[config.mk]
export PLATFORM = sky130hd
export DESIGN_NAME = qau_out
export DESIGN_NICKNAME = d
export VERILOG_FILES = /design/src/hw/rtl/qau_pkg.sv /design/src/hw/rtl/qau_out.sv
export SDC_FILE = /design/constraint.sdc
export NUM_CORES = 1
export LEC_CHECK = 0
export ABC_AREA = 1
export BUFFER_PORTS_ARGS = -buffer_cell sky130_fd_sc_hd__buf_2
export CAP_MARGIN = 20
export CORE_UTILIZATION = 35
export DETAILED_ROUTE_END_ITERATION = 7
export MAX_ROUTING_LAYER = met4
export SYNTH_ARGS = -nofsm -noshare
export SYNTH_HDL_FRONTEND = slang
export SYNTH_SLANG_ARGS = --single-unit
export TNS_END_PERCENT = 30
[constraint.sdc]
create_clock -name clk -period 39.7 [get_ports clk]
set_input_delay 7.94 -clock clk [delete_from_list [all_inputs] [get_ports clk]]
set_output_delay 7.94 -clock clk [all_outputs]
set_load 0.02 [all_outputs]
[src/hw/rtl/qau_pkg.sv]
// Shared types, constants and arithmetic helpers of the quaternion unit.
`default_nettype none
package qau_pkg;

	localparam int QAU_CORDIC_STAGES = 24;

	localparam logic signed [33:0] CORDIC_GAIN = 34'sd652032874;
	localparam logic signed [33:0] ONE_Q24     = 34'sd16777216;

	typedef enum logic [1:0] {
		MODE_ADD   = 2'd0,
		MODE_MUL   = 2'd1,
		MODE_SCALE = 2'd2,
		MODE_ROT   = 2'd3
	} qau_mode_t;

	typedef struct packed {
		qau_mode_t          mode;
		logic signed [31:0] a_w;
		logic signed [31:0] a_x;
		logic signed [31:0] a_y;
		logic signed [31:0] a_z;
		logic signed [31:0] b_w;
		logic signed [31:0] b_x;
		logic signed [31:0] b_y;
		logic signed [31:0] b_z;
		logic signed [31:0] sf;
	} qau_op_t;

	typedef struct packed {
		logic signed [31:0] v;
		logic               ov;
	} qau_rs_t;

	typedef struct packed {
		logic signed [31:0] e0;
		logic signed [31:0] e1;
		logic signed [31:0] e2;
		logic signed [31:0] e3;
		logic               ov;
	} qau_row_t;

	typedef struct packed {
		qau_row_t r0;
		qau_row_t r1;
		qau_row_t r2;
		logic     rot;
	} qau_bundle_t;

	// Q16.48 sum -> Q8.24, round half up, saturate.
	function automatic qau_rs_t qau_rnd_sat(input logic signed [66:0] s);
		logic signed [66:0] r;
		qau_rs_t o;
		r = (s + 67'sd8388608) >>> 24;
		if (r > 67'sd2147483647) begin
			o.v  = 32'h7fffffff;
			o.ov = 1'b1;
		end else if (r < -67'sd2147483648) begin
			o.v  = 32'h80000000;
			o.ov = 1'b1;
		end else begin
			o.v  = r[31:0];
			o.ov = 1'b0;
		end
		return o;
	endfunction

	function automatic logic signed [63:0] qau_mul32(input logic signed [31:0] a,
		input logic signed [31:0] b);
		logic signed [63:0] p;
		p = 64'(a) * 64'(b);
		return p;
	endfunction

	// arctangent of 2^-i in binary-angle units
	function automatic logic signed [31:0] qau_atan(input logic [4:0] i);
		logic signed [31:0] r;
		case (i)
			5'd0:  r = 32'h20000000;
			5'd1:  r = 32'h12E4051E;
			5'd2:  r = 32'h09FB385B;
			5'd3:  r = 32'h051111D4;
			5'd4:  r = 32'h028B0D43;
			5'd5:  r = 32'h0145D7E1;
			5'd6:  r = 32'h00A2F61E;
			5'd7:  r = 32'h00517C55;
			5'd8:  r = 32'h0028BE53;
			5'd9:  r = 32'h00145F2F;
			5'd10: r = 32'h000A2F98;
			5'd11: r = 32'h000517CC;
			5'd12: r = 32'h00028BE6;
			5'd13: r = 32'h000145F3;
			5'd14: r = 32'h0000A2FA;
			5'd15: r = 32'h0000517D;
			5'd16: r = 32'h000028BE;
			5'd17: r = 32'h0000145F;
			5'd18: r = 32'h00000A30;
			5'd19: r = 32'h00000518;
			5'd20: r = 32'h0000028C;
			5'd21: r = 32'h00000146;
			5'd22: r = 32'h000000A3;
			5'd23: r = 32'h00000051;
			5'd24: r = 32'h00000029;
			5'd25: r = 32'h00000014;
			5'd26: r = 32'h0000000A;
			5'd27: r = 32'h00000005;
			5'd28: r = 32'h00000003;
			5'd29: r = 32'h00000001;
			5'd30: r = 32'h00000001;
			default: r = 32'h00000000;
		endcase
		return r;
	endfunction

endpackage
`default_nettype wire

[src/hw/rtl/qau_out.sv]
// Output register: sends one word per result, three rows for a rotation matrix.
`default_nettype none
module qau_out import qau_pkg::*; (
	input  wire logic          clk,
	input  wire logic          arst_n,
	input  wire logic          in_vld,
	input  wire qau_bundle_t   in_bnd,
	output logic               take,
	output logic               m_tvalid,
	input  wire logic          m_tready,
	output logic [127:0]       m_tdata,
	output logic               m_tlast,
	output logic               m_tuser
);

	qau_bundle_t bnd_q;
	logic        busy_q;
	logic [1:0]  idx_q;
	qau_row_t    row;
	logic        fin;

	always_comb begin
		case (idx_q)
			2'd0:    row = bnd_q.r0;
			2'd1:    row = bnd_q.r1;
			default: row = bnd_q.r2;
		endcase
		fin = !bnd_q.rot || (idx_q == 2'd2);
	end

	assign take     = !busy_q || (m_tready && fin);
	assign m_tvalid = busy_q;
	assign m_tdata  = {row.e3, row.e2, row.e1, row.e0};
	assign m_tlast  = fin;
	assign m_tuser  = row.ov;

	always_ff @(posedge clk or negedge arst_n) begin
		if (!arst_n) begin
			busy_q <= 1'b0;
			idx_q  <= 2'd0;
		end else if (take) begin
			busy_q <= in_vld;
			idx_q  <= 2'd0;
		end else if (m_tready) begin
			idx_q <= idx_q + 2'd1;
		end
	end

	always_ff @(posedge clk) begin
		if (take) begin
			bnd_q <= in_bnd;
		end
	end

	a_idx_range: assert property (@(posedge clk) disable iff (!arst_n)
		busy_q && !bnd_q.rot |-> idx_q == 2'd0)
		else $error("row index past single result");
	a_idx_max: assert property (@(posedge clk) disable iff (!arst_n)
		idx_q != 2'd3)
		else $error("row index past third row");
	a_idle_take: assert property (@(posedge clk) disable iff (!arst_n)
		!busy_q |-> take)
		else $error("pipeline stalled while output empty");
	a_mid_hold: assert property (@(posedge clk) disable iff (!arst_n)
		busy_q && m_tready && !fin |=> busy_q && idx_q == $past(idx_q) + 2'd1)
		else $error("matrix row skipped or dropped");

endmodule
`default_nettype wire

==> results.ini <==
[clock_network]
cts_root_buffer = clkbuf_16
clk_pin_slew_ns = 0.06
cts_tree = yes
cts_buffer_depth = 3
cts_sinks = 391
htreeDepth = 2
cts_buffers = 42
cts_setup_buffers = 0
clock_latency_ns = 0.55
cts_hold_buf = 0
cts_resized = 0

[route]
ant_nets = 0
vias = 9423
drt_first_iter_violations = 487
wl_per_cell_um = 17.7
drc = 0
vias_per_cell = 4.55
drt_pass1_iterations = 5
wl_um = 36700

[place]
gp_congestion = 0.855
port_buffers = 523
place_hpwl_um = 24800
postPlaceCellArea_mm2 = 0.0173
dp_slack_ns = 23.18

[final_layout]
final_cell_area_mm2 = 0.0186
layout.nets = 1899
final_layout_size_suffix_gt1_share_pct = 38.4
mostFrequentLayoutCells = buf_2, nand2_1, edfxtp_1
utilization_pct = 46.7
mostFrequentLayoutCell = buf_2
syn_to_final_growth_pct = 31.1
fillers = 3616

[sta]
setup_tns_ns = 0
tightest_slew_ns = 1.02
hold_violations = 0
setup-violations-final = 0
fmax_mhz = 60.5
min_period_over_period_pct = 41.6
finalClockSkew_ns = 0.0159
timing.final.max_slew_violations = 0
post-route-min-period_ns = 16.52
slew-limit-headroom_pct = 32.0
setup_ws_ns = 23.18
grt_setup_unrepaired = no

[global_route]
grt.busiest_layer = met2
grt_overflow = 0
grt_pass1_vias = 9539
grtUsageTotal_pct = 17.6
gr-usage-met2_pct = 28.2
grt_antenna_before_repair = 12
grtUsageMet1_pct = 19.3
use_met3_pct = 6.22
grt_pass1_wl_um = 53000
grt_max_degree = 163

[floorplanning]
die-area_mm2 = 0.0414
floorplan.initialDensity_pct = 35.6
io_pins = 524
die_w_um = 203
row_count = 73
fp.dieH_um = 203
design.core.area_mm2 = 0.0399

[pwr]
pwr-share-comb_pct = 23.0
switching_power_mw = 0.348
intPower_mw = 0.794
p_sw_share_pct = 30.4
peakVddDrop_v = 0.0000539
finalPower_mw = 1.14
powerDensity_mw_per_mm2 = 61.3
p_seq_share_pct = 45.8
p_leak_nw = 7.69
clkPwrFrac_pct = 31.3

[setup_path]
critical_path.max_fanout = 3
worstSetupStartpoint = m_tready
crit_arrival_ns = 8.58
required_ns = 31.76
rr_startpoint = idx_q[0]
r2r_cells = 7
crit_path_end = take
critPathKind = primary input to primary output
endpoint_kind = primary output
rrSetupSlack_ns = 35.86
r2r-end = bnd_q[312]
crit_path_start_kind = primary input

[synthesis]
syn_area_mm2 = 0.0142
ys_ff_latch = 391
netlist.area_leader.share_pct = 82.0
synthCells = 969
synth_area_leaders = edfxtp_1, nand2_1, nand3_1
syn_avg_cell_area_um2 = 14.7
yosys.area.top_type = edfxtp_1
ys_warn_count = 0
synth_cell_type_count = 14
syn-num-nets = 1364
seq_area_frac_synth_pct = 82.5

[status]
outcome = completed

[worst_hold_path]
min-delay-start = idx_q[1]
hp-class = flip-flop to flip-flop

[run]
cap_violations = 0

==> critical path, cell delays in order <==
cell and delay, ns:
buf_2 0.11, nor2_1 0.26, a21oi_4 0.08, buf_2 0.18
==> kinds of logic (layout without fill, tap and decap cells) <==
family	after synthesis	count (layout)	synth area share [%]
adders and majority gates	3	3	0.264
buffers and inverters	48	611	2.10
AOI/OAI and AO/OA	1	1	0.0352
DFF	391	391	82.5
and+or+nand+nor	526	526	15.1
other	0	13	0
==> Yosys cell counts, drive strengths merged <==
| cell type | number |
|---|---|
| a21oi | 1 |
| edfxtp | 388 |
| nand2 | 392 |
| inv | 6 |
| clkbuf | 2 |
| nand4 | 2 |
| nor2 | 3 |
| nand3 | 129 |
| dfrtp | 3 |
| ha | 3 |
| buf | 40 |
==> registers in the layout (all words and copies together), names as in the netlist <==
register / cells
m_tvalid: 1
bnd_q: 388
idx_q: 2
==> through the flow <==
step,hold WS [ns],instances
after floorplan,0.475,969
after global placement,0.503,1984
after detailed placement,0.547,1984
after CTS,0.560,2056
after global routing,0.583,2069
final,0.554,2070
==> worst min path at each step <==
| stage | cells past startpoint | end |
|---|---|---|
| 2_1_floorplan | 2 | idx_q[1] |
| 3_3_place_gp | 2 | idx_q[1] |
| 4_1_cts | 2 | idx_q[1] |
| 5_1_grt | 2 | idx_q[1] |
| 6_report | 2 | idx_q[1] |
| 3_5_place_dp | 2 | idx_q[1] |
==> final cells by class <==
cell class	instances	area (um^2)	share of cell area, %
clock inverter	15	70.1	0.376
sequential	391	11700	62.9
clock buffer	57	1170	6.29
tap	525	657	3.53
multi-input combinational	530	2230	12.0
inverter	6	22.5	0.121
timing repair buffer	533	2730	14.6
antenna	13	32.5	0.175
==> per-layer routing <==
metal / vias up / share of wire (%)
met1: 4417 / 38
met2: 409 / 49
li1: 4520 / -
met5: - / 0
met4: 0 / 3.8
met3: 77 / 9.8
==> power by group through the flow <==
stage          clock network [mW]  logic, mW  registers [mW]
2_1_floorplan                   0      0.163           0.570
3_3_place_gp                    0      0.263           0.530
3_5_place_dp                    0      0.266           0.531
4_1_cts                     0.368      0.267           0.523
5_1_grt                     0.383      0.284           0.527
6_report                    0.357      0.262           0.523
No activity file was read; power rests on OpenSTA's default activity.
